## config.mk

```make
export PLATFORM = sky130hd
export DESIGN_NAME = fwce_cmd_queue
export DESIGN_NICKNAME = d
export VERILOG_FILES = /design/src/hw/rtl/fwce_pkg.sv /design/src/hw/rtl/fwce_cmd_queue.sv
export SDC_FILE = /design/constraint.sdc
export NUM_CORES = 1
export LEC_CHECK = 0
export BUFFER_PORTS_ARGS = -buffer_cell sky130_fd_sc_hd__buf_2
export CORE_MARGIN = 4
export CORE_UTILIZATION = 50
export DETAILED_ROUTE_END_ITERATION = 8
export PLACE_DENSITY = 0.76
export SLEW_MARGIN = 0
export SYNTH_ARGS = -nofsm -noshare
export SYNTH_HDL_FRONTEND = slang
export SYNTH_SLANG_ARGS = --single-unit
```

## constraint.sdc

```tcl
create_clock -name clk -period 3.3 [get_ports clk]
set_input_delay 0.66 -clock clk [delete_from_list [all_inputs] [get_ports clk]]
set_output_delay 0.66 -clock clk [all_outputs]
set_load 0.01 [all_outputs]
```

## src/hw/rtl/fwce_pkg.sv

```systemverilog
`timescale 1ns / 1ps
// ----------------------------------------------------------------------------
// fwce_pkg
// Shared types and codes for the four-way container engine.
// ----------------------------------------------------------------------------
package fwce_pkg;

    localparam int KEY_PORT_W = 64;

    typedef enum logic [1:0] {
        CMD_PUSH  = 2'd0,
        CMD_MOVE  = 2'd1,
        CMD_POP   = 2'd2,
        CMD_CLEAR = 2'd3
    } cmd_e_t;

    typedef enum logic [1:0] {
        SEL_STACK = 2'd0,
        SEL_FIFO  = 2'd1,
        SEL_MAXH  = 2'd2,
        SEL_MINH  = 2'd3
    } sel_e_t;

    typedef enum logic [1:0] {
        BS_IDLE,
        BS_POP_WAIT,
        BS_INS_WAIT
    } back_state_t;

    typedef enum logic [3:0] {
        HS_IDLE,
        HS_INS_CHK,
        HS_INS_CMP,
        HS_REM_TOP,
        HS_REM_LAST,
        HS_REM_CHK,
        HS_REM_C1,
        HS_REM_C2,
        HS_REM_CMP
    } heap_state_t;

    // classified command as it sits in the queue
    typedef struct packed {
        cmd_e_t                  cmd;
        sel_e_t                  src;
        sel_e_t                  dst;
        logic                    same;
        logic [KEY_PORT_W-1:0]   key;
    } cmd_t;

    // requests from the back end to one heap unit
    typedef struct packed {
        logic ins;
        logic rem;
        logic clr;
    } heap_req_t;

endpackage

```

## src/hw/rtl/fwce_cmd_queue.sv

```systemverilog
`timescale 1ns / 1ps
// ----------------------------------------------------------------------------
// fwce_cmd_queue
// Two-entry command queue between front and back end.
// ----------------------------------------------------------------------------
module fwce_cmd_queue (
    input  logic            clk,
    input  logic            rst_n,
    input  logic            push,
    input  fwce_pkg::cmd_t  push_data,
    input  logic            pop,
    output logic            q_valid,
    output logic            q_full,
    output fwce_pkg::cmd_t  head,
    output logic [1:0]      level
);

    fwce_pkg::cmd_t entry_reg [2];
    logic           wr_ptr_reg, wr_ptr_next;
    logic           rd_ptr_reg, rd_ptr_next;
    logic [1:0]     level_reg, level_next;

    assign q_valid = (level_reg != 2'd0);
    assign q_full  = (level_reg == 2'd2);
    assign head    = entry_reg[rd_ptr_reg];
    assign level   = level_reg;

    always_comb
    begin
        wr_ptr_next = wr_ptr_reg ^ push;
        rd_ptr_next = rd_ptr_reg ^ pop;
        level_next  = level_reg + {1'b0, push} - {1'b0, pop};
    end

    always_ff @(posedge clk or negedge rst_n)
    begin
        if (!rst_n)
        begin
            wr_ptr_reg <= 1'b0;
            rd_ptr_reg <= 1'b0;
            level_reg  <= 2'd0;
        end
        else
        begin
            wr_ptr_reg <= wr_ptr_next;
            rd_ptr_reg <= rd_ptr_next;
            level_reg  <= level_next;
        end
    end

    always_ff @(posedge clk)
    begin
        if (push)
        begin
            entry_reg[wr_ptr_reg] <= push_data;
        end
    end

endmodule

```

== After elaboration in Yosys (flattened, before gate mapping) ==
Memories as Yosys holds them, arrays and structs flattened.
Cells that the tools add are included.
Word-level totals
  bits of input ports: 75
  output and inout bits: 75
  word-level logic and storage cells: 12
  memories kept: 1
  RAM bits: 142
  bits in registers: 4
Cells by class
  reduce and logical (&&, ||, !) cells: 1
  bitwise logic cells: 2
  equality and inequality tests: 1
  multiplexer cells: 2
  $add $sub $neg: 2
Memories
  entry_reg: depth 2, bits a word 71, rd ports 1, clocked after Yosys merged registers in 0, write ports 1, RTL line fwce_cmd_queue.sv:18  | fwce_pkg::cmd_t entry_reg [2];
Operators by type and width (count)
  2-bit by 1-bit adder with 2-bit output: 1
  2-bit equality test (second input constant): 1
  1-bit 2-to-1 mux: 2
  2-bit nonzero test: 1
  2-bit by 1-bit subtractor with 2-bit output: 1
  1-bit XOR: 2

== Depth between registers and ports, before layout ==
Gate-level depths: netlist of the first run.
  depth in word-level cells: 2
  gate-level depth with buffers: 5

== Worst setup path after synthesis of the first run ==
Ideal clock, no wire load.
  path type: input to register
  start point: input push
  end point: memory entry_reg[0][0] (netlist bit), enable pin
  stages: 1
  path buffers: 0
  slack: 0.491 ns
  data arrival time: 2.372 ns
  path through: ha_1
On the way
  longest elaborated chain between the ends: 2
Ends and longest elaborated chain
  from (decl): RTL line fwce_cmd_queue.sv:9  | input logic push,
  1-bit 2-to-1 mux: RTL line fwce_cmd_queue.sv:53  | if (push)
  1-bit 2-to-1 mux (not written as such): RTL line fwce_cmd_queue.sv:55  | entry_reg[wr_ptr_reg] <= push_data;
  to (decl): RTL line fwce_cmd_queue.sv:18
Every way passes these cells.

==> results.py, run 1 <==
metrics = {
    "cts": {
        "htreeDepth": 4,
        "cts_setup_buffers": 0,
        "ctsResizeCount": 0,
        "clockBufferDepth": 2,
        "root_buffer": "clkbuf_16",
        "cts_tree": "done",
        "clkTransAtPathRegs_ns": 0.06,
        "postCtsHoldBufs": 0,
        "clk-insertion-delay-late_ns": 0.41,
        "clock-sinks": 146,
        "cts_made_buffers": 17,
    },
    "timing": {
        "max_slew_margin": 0.685,
        "tns_ns": 0,
        "max_freq_mhz": 367,
        "hold_violations": 0,
        "fin_worst_skew_ns": 0.0113,
        "fin_crit_ns": 2.73,
        "finalCritPeriodShare": 0.826,
        "setup_violations": 0,
        "worst-slew-pin-transition_ns": 0.473,
        "finalMaxSlewViolations": 0,
        "rsz0062_at_grt": "no",
    },
    "drt": {
        "post-route-drc-count": 0,
        "drtIter0Drc": 127,
        "routed-via-count": 2640,
        "ant_nets": 0,
        "vias_per_cell": 4.76,
        "avgRoutedWirePerCell_um": 16.8,
        "drtPass1Iterations": 4,
        "routed_wl_mm": 9.32,
    },
    "synth": {
        "ys_types": 12,
        "synth-main-ff-cell": "edfxtp_1",
        "ys_async_sr_fraction": 0.0274,
        "syn-num-nets": 316,
        "synth_seq_cells": 146,
        "post-synth-top-area-cell": "edfxtp_1",
        "avgSynthCellArea_um2": 24.0,
        "synth_top_cell_area_share": 0.750,
        "synth.yosys.seq_area_share": 0.768,
        "synthesis.area_mm2": 0.00568,
        "synthTopCellsByCount": "142 x edfxtp_1, 69 x mux2_4, 7 x buf_12",
        "synth_edf_count": 142,
        "yosysMostFrequentCell": "edfxtp_1",
        "yosys-top-cells-area": "edfxtp_1 75%, mux2_4 18%, buf_12 2.5%",
        "ys_warn_count": 0,
        "postSynthCellCount": 237,
    },
    "floorplan": {
        "die_height_um": 115,
        "fp.dieArea_mm2": 0.0131,
        "core.rowCount": 38,
        "pin_count": 150,
        "die_w_um": 115,
        "coreArea_mm2": 0.0110,
        "start_util": 0.518,
    },
    "grt": {
        "grt_overflow": 0,
        "grtUsageTotal": 0.150,
        "grt_pass1_vias": 2846,
        "grt_max_degree": 44,
        "antenna_found_initial": 0,
        "grt_pass1_wl_mm": 14.4,
    },
    "finish": {
        "area_growth_pct": 24.9,
        "diodes": 0,
        "largest_reg_flops": 142,
        "final_layout_size_suffix_gt1_frac": 0.622,
        "final_nets": 481,
        "fin_area_mm2": 0.00710,
    },
    "critical_path": {
        "arrival_ns": 2.07,
        "r2r_cells": 3,
        "crit_fanout": 25,
        "cp-end-kind": "output port",
        "required_ns": 2.64,
        "start_kind": "flop",
        "r2r-end": "entry_reg[0][39]",
        "rr_startpoint": "wr_ptr_reg",
        "path_class": "flop to output port",
        "regToRegSetupSlack_ns": 1.72,
    },
    "pwr": {
        "ir_drop_mv": 0.432,
        "power_frac_clock": 0.277,
        "finalPower_mw": 6.25,
        "seqPwrFrac": 0.423,
        "p_int_mw": 4.52,
        "p_leak_nw": 2.90,
        "comb_power_share": 0.300,
        "p_sw_frac": 0.277,
        "power.density_mw_per_mm2": 880,
        "p_switching_mw": 1.73,
    },
    "outcome": {
        "status": "finished, final reports clean",
    },
    "place": {
        "place_area_mm2": 0.00656,
        "gp_congestion": 0.691,
        "io_buffers": 149,
        "dpl.hpwl_mm": 6.36,
    },
    "job": {
        "maxCapViolations": 0,
    },
    "worst_hold_path": {
        "hp-class": "primary input to async pin",
    },
}
-- cells in the final DEF, fill, tap and decap left out, drive strengths merged --
| cell | count |
|---|---|
| edfxtp | 142 |
| ha | 4 |
| buf | 154 |
| xor3 | 1 |
| nor2b | 1 |
| dfrtp | 4 |
| clkinvlp | 6 |
| clkbuf | 18 |
| clkinv | 5 |
| mux2 | 71 |
| inv | 6 |
| xor2 | 1 |
| bufinv | 1 |
| or2 | 1 |
-- how the worst max path moves through the flow --
stage / start / end / slack (ns) / cells after the start
after global routing: rd_ptr_reg / head[27] / 0.47 / 3
after floorplan: push / entry_reg[0][0] / 0.49 / 1
after detailed placement: rd_ptr_reg / head[27] / 0.98 / 3
final: rd_ptr_reg / head[13] / 0.57 / 3
after global placement: rd_ptr_reg / head[18] / 1.01 / 3
after CTS: rd_ptr_reg / head[13] / 0.53 / 3
-- power groups by stage --
stage,clock network [mW],registers [mW],logic [mW]
floorplan,0,2.60,1.50
global placement,0,2.67,1.89
detailed placement,0,2.69,1.91
CTS,1.76,2.66,1.92
global route,1.86,2.69,2.01
finish,1.73,2.64,1.87
-- per-stage QoR --
step | std cells | hold WS, ns | util | worst slack [ns]
global placement | 523 | 0.471 | 0.597 | 1.01
CTS | 555 | 0.0341 | 0.647 | 0.525
finish | 555 | 0.0432 | 0.647 | 0.573
floorplan | 237 | 0.364 | - | 0.491
detailed placement | 523 | 0.472 | 0.597 | 0.984
global route | 555 | 0.0270 | 0.647 | 0.470
-- metal layers --
metal / share of wire / wire length, µm / vias up / track usage
li1: - / - / 1267 / -
met1: 0.38 / 3550 / 1272 / 0.170
met2: 0.53 / 4940 / 92 / 0.253
met3: 0.075 / 696 / 9 / 0.0555
met4: 0.014 / 129 / 0 / 0.0665
met5: 0 / 0 / - / 0
-- layout make-up --
type	count	area (µm²)
Clock buffer	18	429
Clock inverter	14	115
Fill cell	768	3880
Inverter	4	15.0
Multi-Input combinational cell	79	1180
Sequential cell	146	4370
Tap cell	140	175
Timing Repair Buffer	154	821
-- worst max-delay path, cell delays in order, from the launching register on --
cell     delay (ns)
dfrtp_4        0.72
buf_4          0.43
mux2_4         0.34
buf_2          0.14
-- kinds of logic (layout without fill, tap and decap cells) --
group | after synthesis | after routing | synth area share
xor+xnor | 2 | 2 | 0.00572
mux | 71 | 71 | 0.186
fa+ha+maj | 4 | 4 | 0.00881
flops | 146 | 146 | 0.768
simple gates | 2 | 2 | 0.00220
buf+inv | 12 | 190 | 0.0293
Note: power is estimated with default switching activity, not from simulation.
==> inputs of run 2 (changes only) <==
--- a/config.mk
+++ b/config.mk
@@ -5,11 +5,12 @@
 export SDC_FILE = /design/constraint.sdc
 export NUM_CORES = 1
 export LEC_CHECK = 0
+export ABC_AREA = 1
 export BUFFER_PORTS_ARGS = -buffer_cell sky130_fd_sc_hd__buf_2
 export CORE_MARGIN = 4
 export CORE_UTILIZATION = 50
 export DETAILED_ROUTE_END_ITERATION = 8
-export PLACE_DENSITY = 0.76
+export PLACE_DENSITY = 0.77
 export SLEW_MARGIN = 0
 export SYNTH_ARGS = -nofsm -noshare
 export SYNTH_HDL_FRONTEND = slang
==> constraint.sdc (replaced) <==
create_clock -name clk -period 2.59 [get_ports clk]
set_input_delay 0.518 -clock clk [delete_from_list [all_inputs] [get_ports clk]]
set_output_delay 0.518 -clock clk [all_outputs]
set_load 0.01 [all_outputs]
==> run 2 against run 1 <==
Combinational power rose by 14%. Final cell count rose by 27%. Setup slack got worse by 0.36 ns. Highest routed layer is now met5. Largest cell class unchanged. Synthesized area fell by 1.9%. Sequential power rose by 27%. Via count rose by 25%. Critical endpoint is now head[36].
==> results.py, run 2 <==
metrics = {
    "critical_path": {
        "arrival_ns": 1.86,
        "cp.depth": 3,
        "path_class": "flop to output port",
        "rr_startpoint": "wr_ptr_reg",
        "start_kind": "flop",
        "cp_slowest_stage_delay_ns": 0.65,
        "r2r_cells": 3,
        "crit_start": "rd_ptr_reg",
        "critical-path-top-delay-family": "flip-flops",
        "slowest_stage": "dfrtp_4",
        "worst-path-buf-inv": 2,
        "crit_fanout": 48,
        "timing.critical_path.to": "head[36]",
        "regToRegSetupSlack_ns": 1.05,
        "path_cells": "buf_12 > o21ai_0 > buf_2",
        "r2r-end": "entry_reg[0][49]",
        "cp-end-kind": "output port",
        "required_ns": 2.07,
    },
    "drt": {
        "drtIter0Drc": 164,
        "avgRoutedWirePerCell_um": 14.2,
        "routed-via-count": 3310,
        "drtPass1Iterations": 4,
        "routed_wl_mm": 10.0,
        "post-route-drc-count": 0,
        "ant_nets": 0,
        "vias_per_cell": 4.69,
    },
    "cts": {
        "clk-insertion-delay-late_ns": 0.50,
        "ctsResizeCount": 0,
        "clock-sinks": 146,
        "clockBufferDepth": 2,
        "cts_tree": "done",
        "clkTransAtPathRegs_ns": 0.06,
        "cts_made_buffers": 17,
        "root_buffer": "clkbuf_8",
        "htreeDepth": 4,
    },
    "synth": {
        "ys_types": 15,
        "synth.yosys.seq_area_share": 0.783,
        "synthesis.area_mm2": 0.00558,
        "synth_top_cell_area_share": 0.765,
        "synth-main-ff-cell": "edfxtp_1",
        "yosysMostFrequentCell": "edfxtp_1",
        "yosys-top-cells-area": "edfxtp_1 76%, inv_1 5.3%, nand2_1 5.2%",
        "syn-num-nets": 474,
        "avgSynthCellArea_um2": 14.1,
        "ys_warn_count": 0,
        "postSynthCellCount": 395,
        "synth_edf_count": 142,
        "ys_async_sr_fraction": 0.0274,
        "synthTopCellsByCount": "142 x edfxtp_1, 78 x inv_1, 77 x nand2_1",
        "post-synth-top-area-cell": "edfxtp_1",
        "synth_seq_cells": 146,
    },
    "pwr": {
        "p_int_mw": 5.50,
        "seqPwrFrac": 0.421,
        "power_frac_clock": 0.310,
        "p_leak_nw": 3.03,
        "p_sw_frac": 0.307,
        "ir_drop_mv": 0.714,
        "power.density_mw_per_mm2": 1130,
        "p_switching_mw": 2.43,
        "comb_power_share": 0.269,
    },
    "timing": {
        "tns_ns": 0,
        "finalCritPeriodShare": 0.919,
        "fin_crit_ns": 2.38,
        "setup_violations": 0,
        "worst-slew-pin-transition_ns": 0.418,
        "rsz0062_at_grt": "no",
        "max_slew_margin": 0.721,
        "hold_violations": 0,
        "max_freq_mhz": 420,
        "fin_worst_skew_ns": 0.00713,
        "finalMaxSlewViolations": 0,
    },
    "finish": {
        "final_layout_size_suffix_gt1_frac": 0.335,
        "final_cell_mix": "149 x buf_2, 142 x edfxtp_1, 78 x inv_1",
        "regArea_mm2": 0.00437,
        "multi_input_area_um2": 744,
        "largest_reg_flops": 142,
        "finalNonFillerCells": 706,
        "final_common_cell": "buf_2",
        "area_growth_pct": 26.1,
        "fillers": 822,
        "final_nets": 632,
    },
    "outcome": {
        "status": "finished, final reports clean",
    },
    "worst_hold_path": {
        "hp-class": "primary input to flop",
        "hold_start": "push_data[25]",
    },
    "place": {
        "io_buffers": 149,
        "dpl.hpwl_mm": 6.91,
        "dp_cells": 673,
        "gp_congestion": 0.793,
    },
    "grt": {
        "grtUsageTotal": 0.163,
        "grt_pass1_vias": 3317,
        "grt_overflow": 0,
        "grt_pass1_wl_mm": 16.0,
        "antenna_found_initial": 2,
        "grt_max_degree": 54,
    },
    "floorplan": {
        "fp.dieArea_mm2": 0.0129,
        "die_height_um": 114,
        "start_util": 0.512,
        "coreArea_mm2": 0.0109,
        "core.rowCount": 38,
        "pin_count": 150,
        "die_w_um": 114,
    },
    "job": {
        "maxCapViolations": 0,
    },
}
run 2: cell types whose count changed after synthesis, sizes merged, moves of 7 or more:
| cell | before | now |
|---|---|---|
| mux2 | 71 | 0 |
| inv | 4 | 78 |
| clkbuf | 0 | 7 |
| o21ai | 0 | 71 |
| nand2 | 0 | 77 |
run 2: metrics by stage:
stage	hold WS (ns)	worst slack, ns	area [µm²]	power, mW	util
finish	0.198	0.210	7030	7.94	0.646
global placement	0.327	0.655	6410	5.51	0.589
floorplan	0.222	0.681	5580	4.82	-
detailed placement	0.329	0.645	6410	5.58	0.589
global route	0.166	0.0489	7030	8.45	0.646
CTS	0.169	0.0934	7030	8.05	0.646
run 2: power by group through the flow:
stage          clock (mW)  sequential [mW]  combinational [mW]
5_1_grt              2.63             3.40                2.42
6_report             2.46             3.34                2.13
4_1_cts              2.51             3.35                2.19
3_5_place_dp            0             3.40                2.18
3_3_place_gp            0             3.37                2.14
2_1_floorplan           0             3.29                1.53
run 2: logic make-up (layout without fill, tap and decap cells):
group | Yosys count | in the layout | share of synthesized area
xor+xnor | 1 | 1 | 0.00157
compound gates | 71 | 71 | 0.0651
simple gates | 79 | 79 | 0.0534
flops | 146 | 146 | 0.783
other cells | 0 | 1 | 0
buf+inv | 94 | 264 | 0.0882
fa+ha+maj | 4 | 4 | 0.00898
run 2: how the worst min path moves through the flow:
stage | endpoint | slack [ns] | cells after the start
after global routing | entry_reg[1][48] | 0.17 | 1
after global placement | level[1] | 0.33 | 1
after CTS | entry_reg[1][25] | 0.17 | 1
final | entry_reg[0][25] | 0.20 | 1
after detailed placement | level[1] | 0.33 | 1
after floorplan | level[0] | 0.22 | 0
run 2: area by class of cell:
cell class / instances / share of cell area
Antenna cell: 1 / 0.000356
Clock buffer: 18 / 0.0594
Clock inverter: 13 / 0.0267
Inverter: 78 / 0.0416
Multi-Input combinational cell: 155 / 0.106
Sequential cell: 146 / 0.621
Tap cell: 140 / 0.0249
Timing Repair Buffer: 155 / 0.120
run 2: what timing repair did:
action	4_1_cts	5_1_grt
setup buffers	0	0
hold endpoints to repair	4	0
hold buffers	1	0
run 2: routing by layer:
metal | global-route usage | wire, µm
met4 | 0.0529 | 121
met5 | 0 | 7
met3 | 0.0615 | 868
met1 | 0.198 | 3970
met2 | 0.271 | 5070
==> inputs of run 3 (changes only) <==
--- a/config.mk
+++ b/config.mk
@@ -11,6 +11,7 @@
 export CORE_UTILIZATION = 50
 export DETAILED_ROUTE_END_ITERATION = 8
 export PLACE_DENSITY = 0.77
+export RECOVER_POWER = 25
 export SLEW_MARGIN = 0
 export SYNTH_ARGS = -nofsm -noshare
 export SYNTH_HDL_FRONTEND = slang
==> run 3 against run 2 <==
Sequential cell count unchanged. Worst hold slack improved by 0.0028 ns. Final area decreased by 0.39%. Power about the same. Routed wire length increased by 0.62%. Clock skew increased by 0.0029 ns. Final cell count unchanged. Register-to-register slack about the same. Die area unchanged. Fmax increased by 0.16%. Setup slack improved by 0.0037 ns.
==> results.py, run 3 (same netlist as run 2, synthesis figures left out) <==
metrics = {
    "finish": {
        "finalNonFillerCells": 706,
        "largest_reg_flops": 142,
        "final_layout_size_suffix_gt1_frac": 0.296,
        "fillers": 840,
        "final_nets": 632,
        "area_growth_pct": 25.6,
        "final_core_util": 0.643,
        "final_common_cell": "edfxtp_1",
        "final_cell_mix": "142 x edfxtp_1, 127 x buf_2, 78 x inv_1",
        "fin_area_mm2": 0.00700,
    },
    "cts": {
        "clockBufferDepth": 2,
        "cts_made_buffers": 17,
        "cts_tree": "done",
        "clk-insertion-delay-late_ns": 0.50,
        "clock-sinks": 146,
        "ctsResizeCount": 0,
        "htreeDepth": 4,
        "clkTransAtPathRegs_ns": 0.06,
        "root_buffer": "clkbuf_8",
        "postCtsHoldBufs": 1,
        "cts_setup_buffers": 0,
    },
    "pwr": {
        "power_frac_clock": 0.310,
        "p_sw_frac": 0.307,
        "power.density_mw_per_mm2": 1130,
        "seqPwrFrac": 0.422,
        "comb_power_share": 0.269,
        "ir_drop_mv": 0.714,
        "p_switching_mw": 2.43,
        "p_leak_nw": 2.97,
        "p_int_mw": 5.50,
    },
    "floorplan": {
        "die_height_um": 114,
        "start_util": 0.512,
        "core.rowCount": 38,
        "pin_count": 150,
        "coreArea_mm2": 0.0109,
        "fp.dieArea_mm2": 0.0129,
        "die_w_um": 114,
    },
    "timing": {
        "worst-slew-pin-transition_ns": 0.422,
        "setup_violations": 0,
        "finalMaxSlewViolations": 0,
        "tns_ns": 0,
        "hold_violations": 0,
        "rsz0062_at_grt": "no",
        "fin_crit_ns": 2.38,
        "finalCritPeriodShare": 0.917,
        "fin_worst_skew_ns": 0.0100,
        "max_slew_margin": 0.719,
        "max_freq_mhz": 421,
    },
    "job": {
        "maxCapViolations": 0,
    },
    "grt": {
        "grt_pass1_wl_mm": 16.0,
        "grt_overflow": 0,
        "grt_max_degree": 54,
        "antenna_found_initial": 2,
        "grtUsageTotal": 0.163,
        "grt_pass1_vias": 3317,
    },
    "drt": {
        "ant_nets": 0,
        "routed_wl_mm": 10.1,
        "drtPass1Iterations": 4,
        "vias_per_cell": 4.68,
        "drtIter0Drc": 166,
        "avgRoutedWirePerCell_um": 14.3,
        "routed-via-count": 3302,
        "post-route-drc-count": 0,
    },
    "outcome": {
        "status": "finished, final reports clean",
    },
    "critical_path": {
        "required_ns": 2.07,
        "path_class": "flop to output port",
        "crit_fanout": 48,
        "cp-end-kind": "output port",
        "start_kind": "flop",
        "arrival_ns": 1.86,
    },
    "place": {
        "place_area_mm2": 0.00641,
        "dpl.hpwl_mm": 6.91,
        "io_buffers": 149,
        "dp_cells": 673,
        "gp_congestion": 0.793,
    },
    "worst_hold_path": {
        "hp-class": "primary input to flop",
    },
}
-- run 3: changes by cell type in the layout (fill, tap and decap cells not counted) --
cell / delta
buf_2: -22
clkbuf_1: +22
-- run 3: metrics by stage --
stage	hold WS, ns	worst slack [ns]	total power, mW
finish	0.201	0.214	7.93
CTS	0.169	0.0934	8.05
floorplan	0.222	0.681	4.82
detailed placement	0.329	0.645	5.58
global route	0.166	0.0489	8.45
global placement	0.327	0.655	5.51
-- run 3: area by class of cell --
type | count | area, µm² | area share
sequential | 146 | 4370 | 0.624
clock buffer | 18 | 418 | 0.0597
antenna | 1 | 2.50 | 0.000357
timing repair buffer | 155 | 816 | 0.116
multi-input combinational | 155 | 744 | 0.106
tap | 140 | 175 | 0.0250
inverter | 78 | 293 | 0.0418
clock inverter | 13 | 188 | 0.0268
-- run 3: final timing paths --
kind	startpoint	to	slack [ns]	cells after the start
min in group asynchronous	rst_n	level[1]	0.36	2
worst min register to register	level[1]	level[1]	0.60	3
worst max-delay path	rd_ptr_reg	head[36]	0.21	3
worst max register to register	wr_ptr_reg	entry_reg[0][55]	1.05	3
worst min-delay path	push_data[25]	entry_reg[0][25]	0.20	1
max in group asynchronous	rst_n	rd_ptr_reg	2.09	2
-- run 3: critical path, cell delays in order, from the launching register on --
cell     delay, ns
dfrtp_4       0.65
buf_12        0.25
o21ai_0       0.25
buf_2         0.18
-- run 3: routing by layer --
metal  vias up  GRT usage  share of wire
met5         -          0        0.00069
met4         2     0.0529         0.0071
met3         6     0.0615          0.076
met2       112      0.271           0.51
met1      1528      0.198           0.40
li1       1654          -              -
-- run 3: power groups by stage --
stage / Clock [mW] / Sequential (mW) / Combinational, mW
6_report: 2.46 / 3.35 / 2.13
5_1_grt: 2.63 / 3.40 / 2.41
4_1_cts: 2.51 / 3.35 / 2.19
3_5_place_dp: 0 / 3.40 / 2.18
3_3_place_gp: 0 / 3.37 / 2.14
2_1_floorplan: 0 / 3.29 / 1.53
